--- src/rtl/ihex_pkg.sv ---
// Shared types, constants and helpers for the Intel HEX record parser.
`timescale 1ns / 1ps
`default_nettype none

package ihex_pkg;

   // Result kinds
   localparam logic [2:0] KIND_DATA   = 3'd0;
   localparam logic [2:0] KIND_FILL   = 3'd1;
   localparam logic [2:0] KIND_START  = 3'd2;
   localparam logic [2:0] KIND_WARN   = 3'd3;
   localparam logic [2:0] KIND_FINISH = 3'd4;

   // Warning codes
   localparam logic [2:0] WARN_BAD_PAIR = 3'd0;
   localparam logic [2:0] WARN_TRAILING = 3'd1;

   // Finish codes
   localparam logic [2:0] FIN_NORMAL    = 3'd0;
   localparam logic [2:0] FIN_NON_DATA  = 3'd1;
   localparam logic [2:0] FIN_COLON     = 3'd2;
   localparam logic [2:0] FIN_BAD_ADDR  = 3'd3;
   localparam logic [2:0] FIN_BACKWARDS = 3'd4;
   localparam logic [2:0] FIN_SHORT     = 3'd5;

   localparam logic [7:0] CH_CR    = 8'h0D;
   localparam logic [7:0] CH_LF    = 8'h0A;
   localparam logic [7:0] CH_SP    = 8'h20;
   localparam logic [7:0] CH_COLON = 8'h3A;
   localparam logic [7:0] CH_ZERO  = 8'h30;

   localparam logic [7:0]  FILL_BYTE    = 8'hFF;
   localparam logic [9:0]  HEADER_CHARS = 10'd11;
   localparam logic [9:0]  NO_DATA_LIM  = 10'd9;
   localparam logic [9:0]  POS_MAX      = 10'd1023;
   localparam logic [15:0] COUNT_MAX    = 16'hFFFF;

   typedef struct packed {
      logic [7:0] char_in;
      logic       end_of_input;
   } in_type;

   typedef struct packed {
      logic [2:0]  kind;
      logic [7:0]  data_byte;
      logic [16:0] byte_address;
      logic [15:0] fill_count;
      logic [2:0]  code;
      logic [15:0] records_read;
   } out_type;

   // Hex digit value; bit 4 set marks a non-hex character
   function automatic logic [4:0] hex_digit(input logic [7:0] c);
      logic [4:0] d;
      d = 5'h10;
      if (c >= 8'h30 && c <= 8'h39) d = {1'b0, c[3:0]};
      else if ((c >= 8'h41 && c <= 8'h46) || (c >= 8'h61 && c <= 8'h66))
         d = {1'b0, c[3:0] + 4'd9};
      return d;
   endfunction

endpackage

`default_nettype wire

--- src/rtl/intel_hex_record_to_binary_core.sv ---
// Intel HEX record parser: one text character per request, zero or one result.
`timescale 1ns / 1ps
`default_nettype none

// Takes Intel HEX text one character per request and returns data bytes with
// their addresses, 0xFF gap fill runs, the first record's start address,
// warnings, and a final finish result carrying a status code. Each character
// is decoded in a single pass of logic from the request port into the result
// register, so one request is taken every clock cycle; the only stall comes
// from the result register when a result is waiting and rsp_ready is low.
// The result is registered and appears in the cycle after its request. After a
// finish result the block produces nothing until reset.
module intel_hex_record_to_binary_core
   import ihex_pkg::*;
(
   input  wire         clock,
   input  wire         reset,
   input  wire         req_valid,
   output logic        req_ready,
   input  wire in_type req_payload,
   output logic        rsp_valid,
   input  wire         rsp_ready,
   output out_type     rsp_payload
);

   logic        stopped_ff, stopped_in;
   logic [9:0]  pos_ff, pos_in;
   logic        skip_ff, skip_in;
   logic [15:0] rec_cnt_ff, rec_cnt_in;
   logic [16:0] exp_addr_ff, exp_addr_in;
   logic        start_known_ff, start_known_in;
   logic [15:0] addr_acc_ff, addr_acc_in;
   logic        addr_bad_ff, addr_bad_in;
   logic [9:0]  data_lim_ff, data_lim_in;
   logic        type_ok_ff, type_ok_in;
   logic [4:0]  nibble_ff, nibble_in;

   logic        rsp_valid_ff, rsp_valid_in;
   out_type     rsp_payload_ff, rsp_payload_in;

   logic        req_fire;
   logic        emit;
   out_type     rsp_next;
   logic [7:0]  c;
   logic [4:0]  h;
   logic        term;
   logic        line_short;
   logic [10:0] p_plus2;
   logic [15:0] acc_base;
   logic        bad_base;
   logic [16:0] addr_v;

   assign req_ready = !rsp_valid_ff || rsp_ready;
   assign req_fire  = req_valid && req_ready;
   assign c          = req_payload.char_in;
   assign h          = hex_digit(c);
   assign term       = (c == CH_CR) || (c == CH_LF) || (c == CH_SP);
   assign line_short = (pos_ff < NO_DATA_LIM) || (pos_ff < data_lim_ff);
   assign p_plus2    = {1'b0, pos_ff} + 11'd2;
   assign addr_v     = {1'b0, addr_acc_ff};

   always_comb begin
      stopped_in     = stopped_ff;
      pos_in         = pos_ff;
      skip_in        = skip_ff;
      rec_cnt_in     = rec_cnt_ff;
      exp_addr_in    = exp_addr_ff;
      start_known_in = start_known_ff;
      addr_acc_in    = addr_acc_ff;
      addr_bad_in    = addr_bad_ff;
      data_lim_in    = data_lim_ff;
      type_ok_in     = type_ok_ff;
      nibble_in      = nibble_ff;
      emit           = 1'b0;
      rsp_next       = '0;
      acc_base       = (pos_ff == 10'd3) ? 16'd0 : addr_acc_ff;
      bad_base       = (pos_ff == 10'd3) ? 1'b0 : addr_bad_ff;

      if (req_fire && !stopped_ff) begin
         if (req_payload.end_of_input) begin
            emit          = 1'b1;
            stopped_in    = 1'b1;
            rsp_next.kind = KIND_FINISH;
            rsp_next.code = (pos_ff != 10'd0 && !skip_ff && line_short) ?
                            FIN_SHORT : FIN_NORMAL;
         end else if (skip_ff) begin
            if (c == CH_LF) skip_in = 1'b0;
         end else if (pos_ff == 10'd0) begin
            if (term) begin
               emit          = 1'b1;
               stopped_in    = 1'b1;
               rsp_next.kind = KIND_FINISH;
               rsp_next.code = FIN_NORMAL;
            end else begin
               if (rec_cnt_ff != COUNT_MAX) rec_cnt_in = rec_cnt_ff + 16'd1;
               if (c != CH_COLON) begin
                  emit          = 1'b1;
                  stopped_in    = 1'b1;
                  rsp_next.kind = KIND_FINISH;
                  rsp_next.code = FIN_COLON;
               end else begin
                  data_lim_in = 10'd0;
                  pos_in      = 10'd1;
               end
            end
         end else if (term) begin
            if (line_short) begin
               emit          = 1'b1;
               stopped_in    = 1'b1;
               rsp_next.kind = KIND_FINISH;
               rsp_next.code = FIN_SHORT;
            end else begin
               pos_in  = 10'd0;
               skip_in = (c != CH_LF);
            end
         end else begin
            if (pos_ff != POS_MAX) pos_in = pos_ff + 10'd1;
            priority if (pos_ff == 10'd1) begin
               nibble_in = h;
            end else if (pos_ff == 10'd2) begin
               if (nibble_ff[4] || h[4])
                  data_lim_in = NO_DATA_LIM;
               else
                  data_lim_in = {1'b0, nibble_ff[3:0], h[3:0], 1'b0} + HEADER_CHARS;
            end else if (pos_ff >= 10'd3 && pos_ff <= 10'd6) begin
               if (h[4]) begin
                  addr_bad_in = 1'b1;
                  addr_acc_in = acc_base;
               end else begin
                  addr_bad_in = bad_base;
                  addr_acc_in = {acc_base[11:0], h[3:0]};
               end
            end else if (pos_ff == 10'd7) begin
               type_ok_in = (c == CH_ZERO);
            end else if (pos_ff == 10'd8) begin
               priority if (!type_ok_ff || c != CH_ZERO) begin
                  emit          = 1'b1;
                  stopped_in    = 1'b1;
                  rsp_next.kind = KIND_FINISH;
                  rsp_next.code = FIN_NON_DATA;
               end else if (addr_bad_ff) begin
                  emit          = 1'b1;
                  stopped_in    = 1'b1;
                  rsp_next.kind = KIND_FINISH;
                  rsp_next.code = FIN_BAD_ADDR;
               end else if (!start_known_ff) begin
                  emit                  = 1'b1;
                  start_known_in        = 1'b1;
                  exp_addr_in           = addr_v;
                  rsp_next.kind         = KIND_START;
                  rsp_next.byte_address = addr_v;
               end else if (addr_v > exp_addr_ff) begin
                  // expected is below 64K here, so the gap fits 16 bits
                  emit                  = 1'b1;
                  exp_addr_in           = addr_v;
                  rsp_next.kind         = KIND_FILL;
                  rsp_next.data_byte    = FILL_BYTE;
                  rsp_next.byte_address = exp_addr_ff;
                  rsp_next.fill_count   = 16'(addr_v - exp_addr_ff);
               end else if (addr_v < exp_addr_ff) begin
                  emit          = 1'b1;
                  stopped_in    = 1'b1;
                  rsp_next.kind = KIND_FINISH;
                  rsp_next.code = FIN_BACKWARDS;
               end else begin
                  emit = 1'b0;
               end
            end else begin
               // data pairs start at position 9: odd positions hold high nibbles
               if (p_plus2 < {1'b0, data_lim_ff}) begin
                  if (pos_ff[0]) begin
                     nibble_in = h;
                  end else if (nibble_ff[4] || h[4]) begin
                     emit          = 1'b1;
                     rsp_next.kind = KIND_WARN;
                     rsp_next.code = WARN_BAD_PAIR;
                  end else begin
                     emit                  = 1'b1;
                     exp_addr_in           = exp_addr_ff + 17'd1;
                     rsp_next.kind         = KIND_DATA;
                     rsp_next.data_byte    = {nibble_ff[3:0], h[3:0]};
                     rsp_next.byte_address = exp_addr_ff;
                  end
               end else if (pos_ff == data_lim_ff) begin
                  emit          = 1'b1;
                  rsp_next.kind = KIND_WARN;
                  rsp_next.code = WARN_TRAILING;
               end
            end
         end
      end
      rsp_next.records_read = rec_cnt_in;
   end

   always_comb begin
      rsp_valid_in   = rsp_valid_ff;
      rsp_payload_in = rsp_payload_ff;
      if (emit) begin
         rsp_valid_in   = 1'b1;
         rsp_payload_in = rsp_next;
      end else if (rsp_ready) begin
         rsp_valid_in = 1'b0;
      end
   end

   always_ff @(posedge clock) begin
      if (reset) begin
         stopped_ff     <= 1'b0;
         pos_ff         <= '0;
         skip_ff        <= 1'b0;
         rec_cnt_ff     <= '0;
         exp_addr_ff    <= '0;
         start_known_ff <= 1'b0;
         addr_acc_ff    <= '0;
         addr_bad_ff    <= 1'b0;
         data_lim_ff    <= '0;
         type_ok_ff     <= 1'b0;
         nibble_ff      <= '0;
         rsp_valid_ff   <= 1'b0;
      end else begin
         stopped_ff     <= stopped_in;
         pos_ff         <= pos_in;
         skip_ff        <= skip_in;
         rec_cnt_ff     <= rec_cnt_in;
         exp_addr_ff    <= exp_addr_in;
         start_known_ff <= start_known_in;
         addr_acc_ff    <= addr_acc_in;
         addr_bad_ff    <= addr_bad_in;
         data_lim_ff    <= data_lim_in;
         type_ok_ff     <= type_ok_in;
         nibble_ff      <= nibble_in;
         rsp_valid_ff   <= rsp_valid_in;
      end
   end

   always_ff @(posedge clock) begin
      rsp_payload_ff <= rsp_payload_in;
   end

   assign rsp_valid   = rsp_valid_ff;
   assign rsp_payload = rsp_payload_ff;

   // once stopped, only the finish result may still be waiting
   a_stop_holds_finish: assert property (@(posedge clock) disable iff (reset)
      stopped_ff && rsp_valid_ff |-> rsp_payload_ff.kind == KIND_FINISH)
      else $error("result other than finish after stop");

   a_ready_when_empty: assert property (@(posedge clock) disable iff (reset)
      !rsp_valid_ff |-> req_ready)
      else $error("request stalled with empty result register");

   a_fill_nonzero: assert property (@(posedge clock) disable iff (reset)
      rsp_valid_ff && rsp_payload_ff.kind == KIND_FILL |-> rsp_payload_ff.fill_count != 16'd0)
      else $error("zero-length fill run");

   a_skip_at_line_start: assert property (@(posedge clock) disable iff (reset)
      skip_ff |-> pos_ff == 10'd0)
      else $error("skipping inside a record");

endmodule

`default_nettype wire
--- config.mk ---
export PLATFORM = sky130hd
export DESIGN_NAME = intel_hex_record_to_binary_core
export DESIGN_NICKNAME = d
export VERILOG_FILES = /design/src/rtl/ihex_pkg.sv /design/src/rtl/intel_hex_record_to_binary_core.sv
export SDC_FILE = /design/constraint.sdc
export NUM_CORES = 1
export LEC_CHECK = 0
export BUFFER_PORTS_ARGS = -buffer_cell sky130_fd_sc_hd__buf_4
export CAP_MARGIN = 20
export CORE_ASPECT_RATIO = 0.6
export CORE_UTILIZATION = 35
export DETAILED_ROUTE_END_ITERATION = 8
export SLEW_MARGIN = 30
export SYNTH_ARGS = -nofsm -noshare
export SYNTH_HDL_FRONTEND = slang
export SYNTH_SLANG_ARGS = --single-unit
export TNS_END_PERCENT = 100
--- constraint.sdc ---
create_clock -name clock -period 9.5 [get_ports clock]
set_input_delay 1.425 -clock clock [delete_from_list [all_inputs] [get_ports clock]]
set_output_delay 1.425 -clock clock [all_outputs]
set_load 0.005 [all_outputs]
==> summary.md, run 1 <==
| Metric | Value |
|---|---|
| Status | finished, final reports clean |
| Seq cells post-synth | 143 |
| Worst vdd ir | 92.1 uV |
| Sw Ratio | 24.7% |
| Synth top area share | 21.8% |
| Drt pass-1 iters | 5 |
| Post-synthesis average cell area | 9.13 um2 |
| Fraction of registers with async set/reset | 0% |
| Worst-Margin Slew | 0.971 ns |
| Resize count post-CTS | 0 |
| I/O pins | 78 |
| Drc violations | 0 |
| P_leak | 3.67 nW |
| Final Hold Fails | 0 |
| Max Cap Viol | 0 |
| CP Cell Sequence | buf_4 > inv_1 > ha_1 > nor4bb_1 > o31ai_1 > nand3_1 > nor3_1 > mux2_2 > and2_1 |
| Yosys top cell by area | edfxtp_1 |
| Hpwl dp | 18700 um |
| Vias | 7888 |
| Kind of critical path | input pin to flip-flop |
| Internal | 1.07 mW |
| RSZ-0062 raised after global routing | no |
| Die ar. | 25400 um2 |
| CTS buffer count | 17 |
| Clock root buffer master | clkbuf_16 |
| Sw power | 352 uW |
| Yosys Warn Count | 0 |
| # setup viols final | 0 |
| # rows | 44 |
| All-layer global routing usage | 20.6% |
| Clock Path Buffers | 2 |
| DRT antenna net count | 0 |
| GRT Residual Overflow | 0 |
| CTS H-tree lvls | 4 |
| Max Fclk | 0.229 GHz |
| Most common flop cell mapped by yosys | dfxtp_1 |
| Seq/Total Area, Yosys | 40.3% |
| Post-Route WL | 25700 um |
| PortBufs | 77 |
| Layout Nets | 1064 |
| Share of layout cells above drive strength 1 | 14.7% |
| Initial core utilization | 35.8% |
| Hold buffer count at CTS | 0 |
| CTS tree | built |
| Routed wire per std cell | 19.2 um |
| CP Buf/Inv Count | 2 |
| P per Cell Area | 141 nW/um2 |
| Antenna diodes | 0 |
| Clock share of power | 44.8% |
| Post-synth EDFFs | 63 |
| Design area | 10100 um2 |
| CP top delay family | simple AND/OR/NAND/NOR gates |
| Worst Path Arrival | 4.70 ns |
| Clk_lat worst skew | 0.43 ns |
| Core box area | 24200 um2 |
| Worst-path clk slew | 0.07 ns |
| Most common cell in the netlist | dfxtp_1 |
| Area grow syn2layout | 16.4% |
| Worst hold slack | 0.456 ns |
| First DRT Iteration DRCs | 935 |
| Sum Neg Setup Slack | 0 ns |
| Placed cell area | 9530 um2 |
| Worst setup SP type | input pin |
| Count of different cell masters after synthesis | 80 |
| Relative slew margins | 34.7% |
| CTS Sinks | 143 |
| Clk_skew | 0.0141 ns |
| Cells after Synth | 949 |
| Combinational power share | 7.4% |
| CP max stage cell | o31ai_1 |
| First-pass GRT wire length | 40000 um |
| Flop pwr share | 47.8% |
| Filler instances | 2397 |
| Top post-synthesis cells by area | edfxtp_1 22%, dfxtp_1 18%, ha_1 6.9% |
| Critical Path Fanout Max | 15 |
| Fin crit period | 4.37 ns |
| Die width | 205 um |
| Vias in the first global route | 6783 |
| Die Y | 124 um |
| Vias per cell | 5.90 |
| Worst Hold Class | flip-flop to flip-flop |
| Largest net degree at the start of global routing | 47 |
| Setup crit end kind | flip-flop |
| Period utilization | 46.0% |
| Post-Syn Nets | 1011 |
| CP max stage delay | 0.81 ns |
| Critical Path RT | 9.83 ns |
| Fin. max-slew vios | 0 |
| Setup bufs post-CTS | 0 |
| Synthesized area | 8670 um2 |
| Initial antenna violation count | 0 |
| Synth cell count leaders | 80 x dfxtp_1, 79 x nand2_1, 76 x nor2_1, 63 x edfxtp_1, 52 x a21oi_1 |
| Global placer's final weighted congestion | 0.924 |
## area by class of cell
class | instances | area (um2) | share of cell area [%]
Multi-Input combinational cell | 706 | 4820 | 47.7
Sequential cell | 143 | 3490 | 34.6
Timing Repair Buffer | 86 | 646 | 6.40
Clock buffer | 18 | 429 | 4.26
Tap cell | 322 | 403 | 3.99
Inverter | 48 | 180 | 1.79
Clock inverter | 14 | 119 | 1.18
## flip-flops by register name (all words and copies together) (netlist names)
name	flops
rsp_payload	63
exp_addr_ff	17
addr_acc_ff	16
rec_cnt_ff	16
data_lim_ff	10
pos_ff	10
nibble_ff	5
addr_bad_ff	1
rsp_valid	1
skip_ff	1
start_known_ff	1
stopped_ff	1
type_ok_ff	1
## final timing paths
kind              slack [ns]                     endpoint  cells past startpoint                         from
setup / recovery        5.13    rec_cnt_ff[12]$_SDFF_PP0_                      9               req_payload[1]
hold / removal          0.46  data_lim_ff[6]$_SDFFE_PP0P_                      2  data_lim_ff[6]$_SDFFE_PP0P_
hold reg to reg         0.46  data_lim_ff[6]$_SDFFE_PP0P_                      2  data_lim_ff[6]$_SDFFE_PP0P_
setup reg to reg        5.27  exp_addr_ff[1]$_SDFFE_PP0P_                     10       pos_ff[3]$_SDFFE_PP0P_
## through the flow
| step | setup WS [ns] | total power [mW] | utilization, % | std cells |
|---|---|---|---|---|
| after floorplan | 1.36 | 0.742 | - | 949 |
| after global placement | 4.88 | 0.801 | 39.3 | 1305 |
| after detailed placement | 4.80 | 0.801 | 39.3 | 1305 |
| after CTS | 5.22 | 1.44 | 41.6 | 1337 |
| after global routing | 4.91 | 1.48 | 41.6 | 1337 |
| final | 5.13 | 1.43 | 41.6 | 1337 |
## tightest hold or removal path, cell delays in order, from the launching register on
cell and delay (ns):
dfxtp_1 0.33, nand2_1 0.05, nand3_1 0.05
## metal layers
metal  part of all wire (%)  wire, um  track usage, %  up-vias
met2                     36      9370            24.6      378
met1                     53     13700            34.5     3755
met4                   0.89       228            4.21        0
li1                       -         -               -     3726
met5                      0         0               0        -
met3                    9.5      2430            5.18       29
## power by group through the flow
stage          logic (mW)  registers, mW  clock network (mW)
6_report            0.106          0.681               0.639
3_3_place_gp        0.105          0.695                   0
3_5_place_dp        0.106          0.695                   0
4_1_cts             0.107          0.682               0.647
2_1_floorplan      0.0428          0.699                   0
5_1_grt             0.116          0.684               0.676
## logic make-up (layout without fill, tap and decap cells)
family	count (synthesis)	in the layout	synth area share, %
simple gates	365	365	22.0
compound gates	252	252	21.7
flops	143	143	40.3
buf+inv	100	166	4.55
fa+ha+maj	49	49	7.16
xor+xnor	28	28	2.83
mux	12	12	1.49
## layout by cell type, fill, tap and decap left out, drive strengths merged, types with 18 or more instances in the layout
cell type | netlist | layout
o31ai | 24 | 24
nor2 | 77 | 77
buf | 5 | 86
a21oi | 52 | 52
dfxtp | 80 | 80
nand2 | 79 | 79
nor4 | 26 | 26
xor2 | 18 | 18
clkbuf | 47 | 18
o21ai | 24 | 24
ha | 48 | 48
a22oi | 21 | 21
edfxtp | 63 | 63
nand3 | 34 | 34
inv | 48 | 49
nor3 | 39 | 39
and2 | 18 | 18
a211oi | 18 | 18
(Power assumes the default switching activity.)
==> inputs of run 2 (changes only) <==
==> constraint.sdc (replaced) <==
create_clock -name clock -period 4.5 [get_ports clock]
set_input_delay 0.675 -clock clock [delete_from_list [all_inputs] [get_ports clock]]
set_output_delay 0.675 -clock clock [all_outputs]
set_load 0.005 [all_outputs]
==> summary.md, run 2 (synthesis gave the netlist of run 1 again) <==
| Metric | Value |
|---|---|
| Status | finished, final reports clean |
| Flop2flop setup slack | 0.58 ns |
| Worst R2R Path Depth | 11 |
| PortBufs | 77 |
| Critical Path Fanout Max | 33 |
| Worst Hold Class | flip-flop to flip-flop |
| # rows | 44 |
| Initial antenna violation count | 0 |
| GRT Residual Overflow | 0 |
| Drt pass-1 iters | 6 |
| P_leak | 3.75 nW |
| Clock share of power | 45.8% |
| Max Fclk | 0.255 GHz |
| Die Y | 124 um |
| Critical Path RT | 4.57 ns |
| Post-Route WL | 26200 um |
| Fin crit period | 3.92 ns |
| Core box area | 24200 um2 |
| Routed wire per std cell | 19.4 um |
| Worst reg2reg path endpoint | rsp_payload[56]$_SDFFCE_PP0P_ |
| Largest net degree at the start of global routing | 64 |
| Fin. max-slew vios | 0 |
| Layout Nets | 1078 |
| Hold path startpoint | data_lim_ff[0]$_SDFFE_PP0P_ |
| Kind of critical path | flip-flop to flip-flop |
| Vias | 7938 |
| Setup crit end kind | flip-flop |
| Die width | 205 um |
| Worst setup SP type | flip-flop |
| First-pass GRT wire length | 40700 um |
| Relative slew margins | 34.8% |
| Worst vdd ir | 211 uV |
| P per Cell Area | 301 nW/um2 |
| Vias per cell | 5.88 |
| Worst Path Arrival | 3.99 ns |
| CP max stage cell | dfxtp_1 |
| CTS buffer count | 17 |
| CP max stage delay | 0.57 ns |
| # setup viols final | 0 |
| I/O pins | 78 |
| Crit Reg-Reg Startpoint | pos_ff[2]$_SDFFE_PP0P_ |
| Min-Delay Endpoint | data_lim_ff[0]$_SDFFE_PP0P_ |
| CTS Sinks | 143 |
| Vias in the first global route | 7001 |
| Combinational power share | 7.3% |
| Share of layout cells above drive strength 1 | 15.3% |
| Largest register FFs | 63 |
| Sw power | 741 uW |
| CP Cell Sequence | ha_1 > nand3_1 > nor2_1 > xor2_1 > ha_1 > a21o_1 > or2_2 > o41ai_1 > nor2_1 > o31ai_4 > buf_4 |
| Internal | 2.33 mW |
| Worst-path clk slew | 0.06 ns |
| Drc violations | 0 |
| Sw Ratio | 24.1% |
| Max Cap Viol | 0 |
| DRT antenna net count | 0 |
| Antenna diodes | 0 |
| CTS tree | built |
| Setup bufs post-CTS | 0 |
| Die ar. | 25400 um2 |
| Clk_skew | 0.0101 ns |
| Clock Path Buffers | 2 |
| Sum Neg Setup Slack | 0 ns |
| Commonest cells after routing, fill and taps aside | 100 x buf_4, 80 x dfxtp_1, 79 x nand2_1, 76 x nor2_1, 63 x edfxtp_1 |
| Clk_lat worst skew | 0.43 ns |
| Resize count post-CTS | 0 |
| Worst-Margin Slew | 0.970 ns |
| Placed cell area | 9630 um2 |
| Initial core utilization | 35.8% |
| Global placer's final weighted congestion | 0.910 |
| RSZ-0062 raised after global routing | no |
| Period utilization | 87.1% |
| Hold buffer count at CTS | 0 |
| All-layer global routing usage | 21.0% |
| Hpwl dp | 19400 um |
| Design area | 10200 um2 |
| First DRT Iteration DRCs | 708 |
| Commonest non-fill, non-tap cell in the layout | buf_4 |
| CTS H-tree lvls | 4 |
| Flop pwr share | 46.9% |
| Final Hold Fails | 0 |
| Area grow syn2layout | 17.7% |
| Worst Hold Path Cells | 2 |
| Clock root buffer master | clkbuf_16 |
[run 2: changes by cell type in the layout (fill, tap and decap cells not counted), moves of 2 or more]
cell and delta:
clkinv_2 -4, clkinvlp_4 -3, clkinv_1 +2, buf_4 +14, clkinv_4 +2
[run 2: layout make-up]
class	count	area [um2]
clock buffers	19	433
clock inverters	13	140
fillers	2403	14000
inverters	48	180
multi-input cells	706	4810
flip-flops and latches	143	3490
well taps	322	403
repair buffers	100	751
[run 2: worst max path at each step]
stage                                 startpoint                       endpoint  slack, ns  cells past startpoint
after floorplan           pos_ff[3]$_SDFFE_PP0P_       rsp_payload[0]$_DFFE_PP_       0.02                     11
after global placement            req_payload[1]  rsp_payload[38]$_SDFFCE_PP0P_       0.72                     11
after detailed placement  pos_ff[2]$_SDFFE_PP0P_  rsp_payload[19]$_SDFFCE_PP0P_       0.64                     11
after CTS                 pos_ff[2]$_SDFFE_PP0P_  rsp_payload[38]$_SDFFCE_PP0P_       0.62                     11
after global routing      pos_ff[2]$_SDFFE_PP0P_  rsp_payload[56]$_SDFFCE_PP0P_       0.38                     11
final                     pos_ff[2]$_SDFFE_PP0P_  rsp_payload[56]$_SDFFCE_PP0P_       0.58                     11
[run 2: power groups by stage]
stage	sequential, mW	combinational (mW)	clock, mW
2_1_floorplan	1.47	0.0924	0
3_3_place_gp	1.47	0.223	0
3_5_place_dp	1.47	0.224	0
4_1_cts	1.44	0.225	1.43
5_1_grt	1.44	0.245	1.49
6_report	1.44	0.224	1.41
[run 2: metal layers]
layer	part of all wire, %	track usage, %
met3	8.4	5.08
met1	54	34.5
met2	37	26.1
met4	0.58	4.03
met5	0	0
[run 2: per-stage QoR]
step	util, %	total power [mW]	cells	hold WS (ns)	worst slack, ns
2_1_floorplan	-	1.56	949	0.426	0.0178
3_3_place_gp	39.8	1.69	1319	0.441	0.720
3_5_place_dp	39.8	1.69	1319	0.459	0.645
4_1_cts	42.1	3.09	1351	0.472	0.616
5_1_grt	42.1	3.18	1351	0.498	0.376
6_report	42.1	3.07	1351	0.473	0.579
[run 2: critical path: cells and delay by family (launching register included)]
kind	cells	cell delay, ns
simple gates	4	0.73
buf+inv	1	0.45
flops	1	0.57
xor+xnor	1	0.30
compound gates	3	0.74
fa+ha+maj	2	0.74
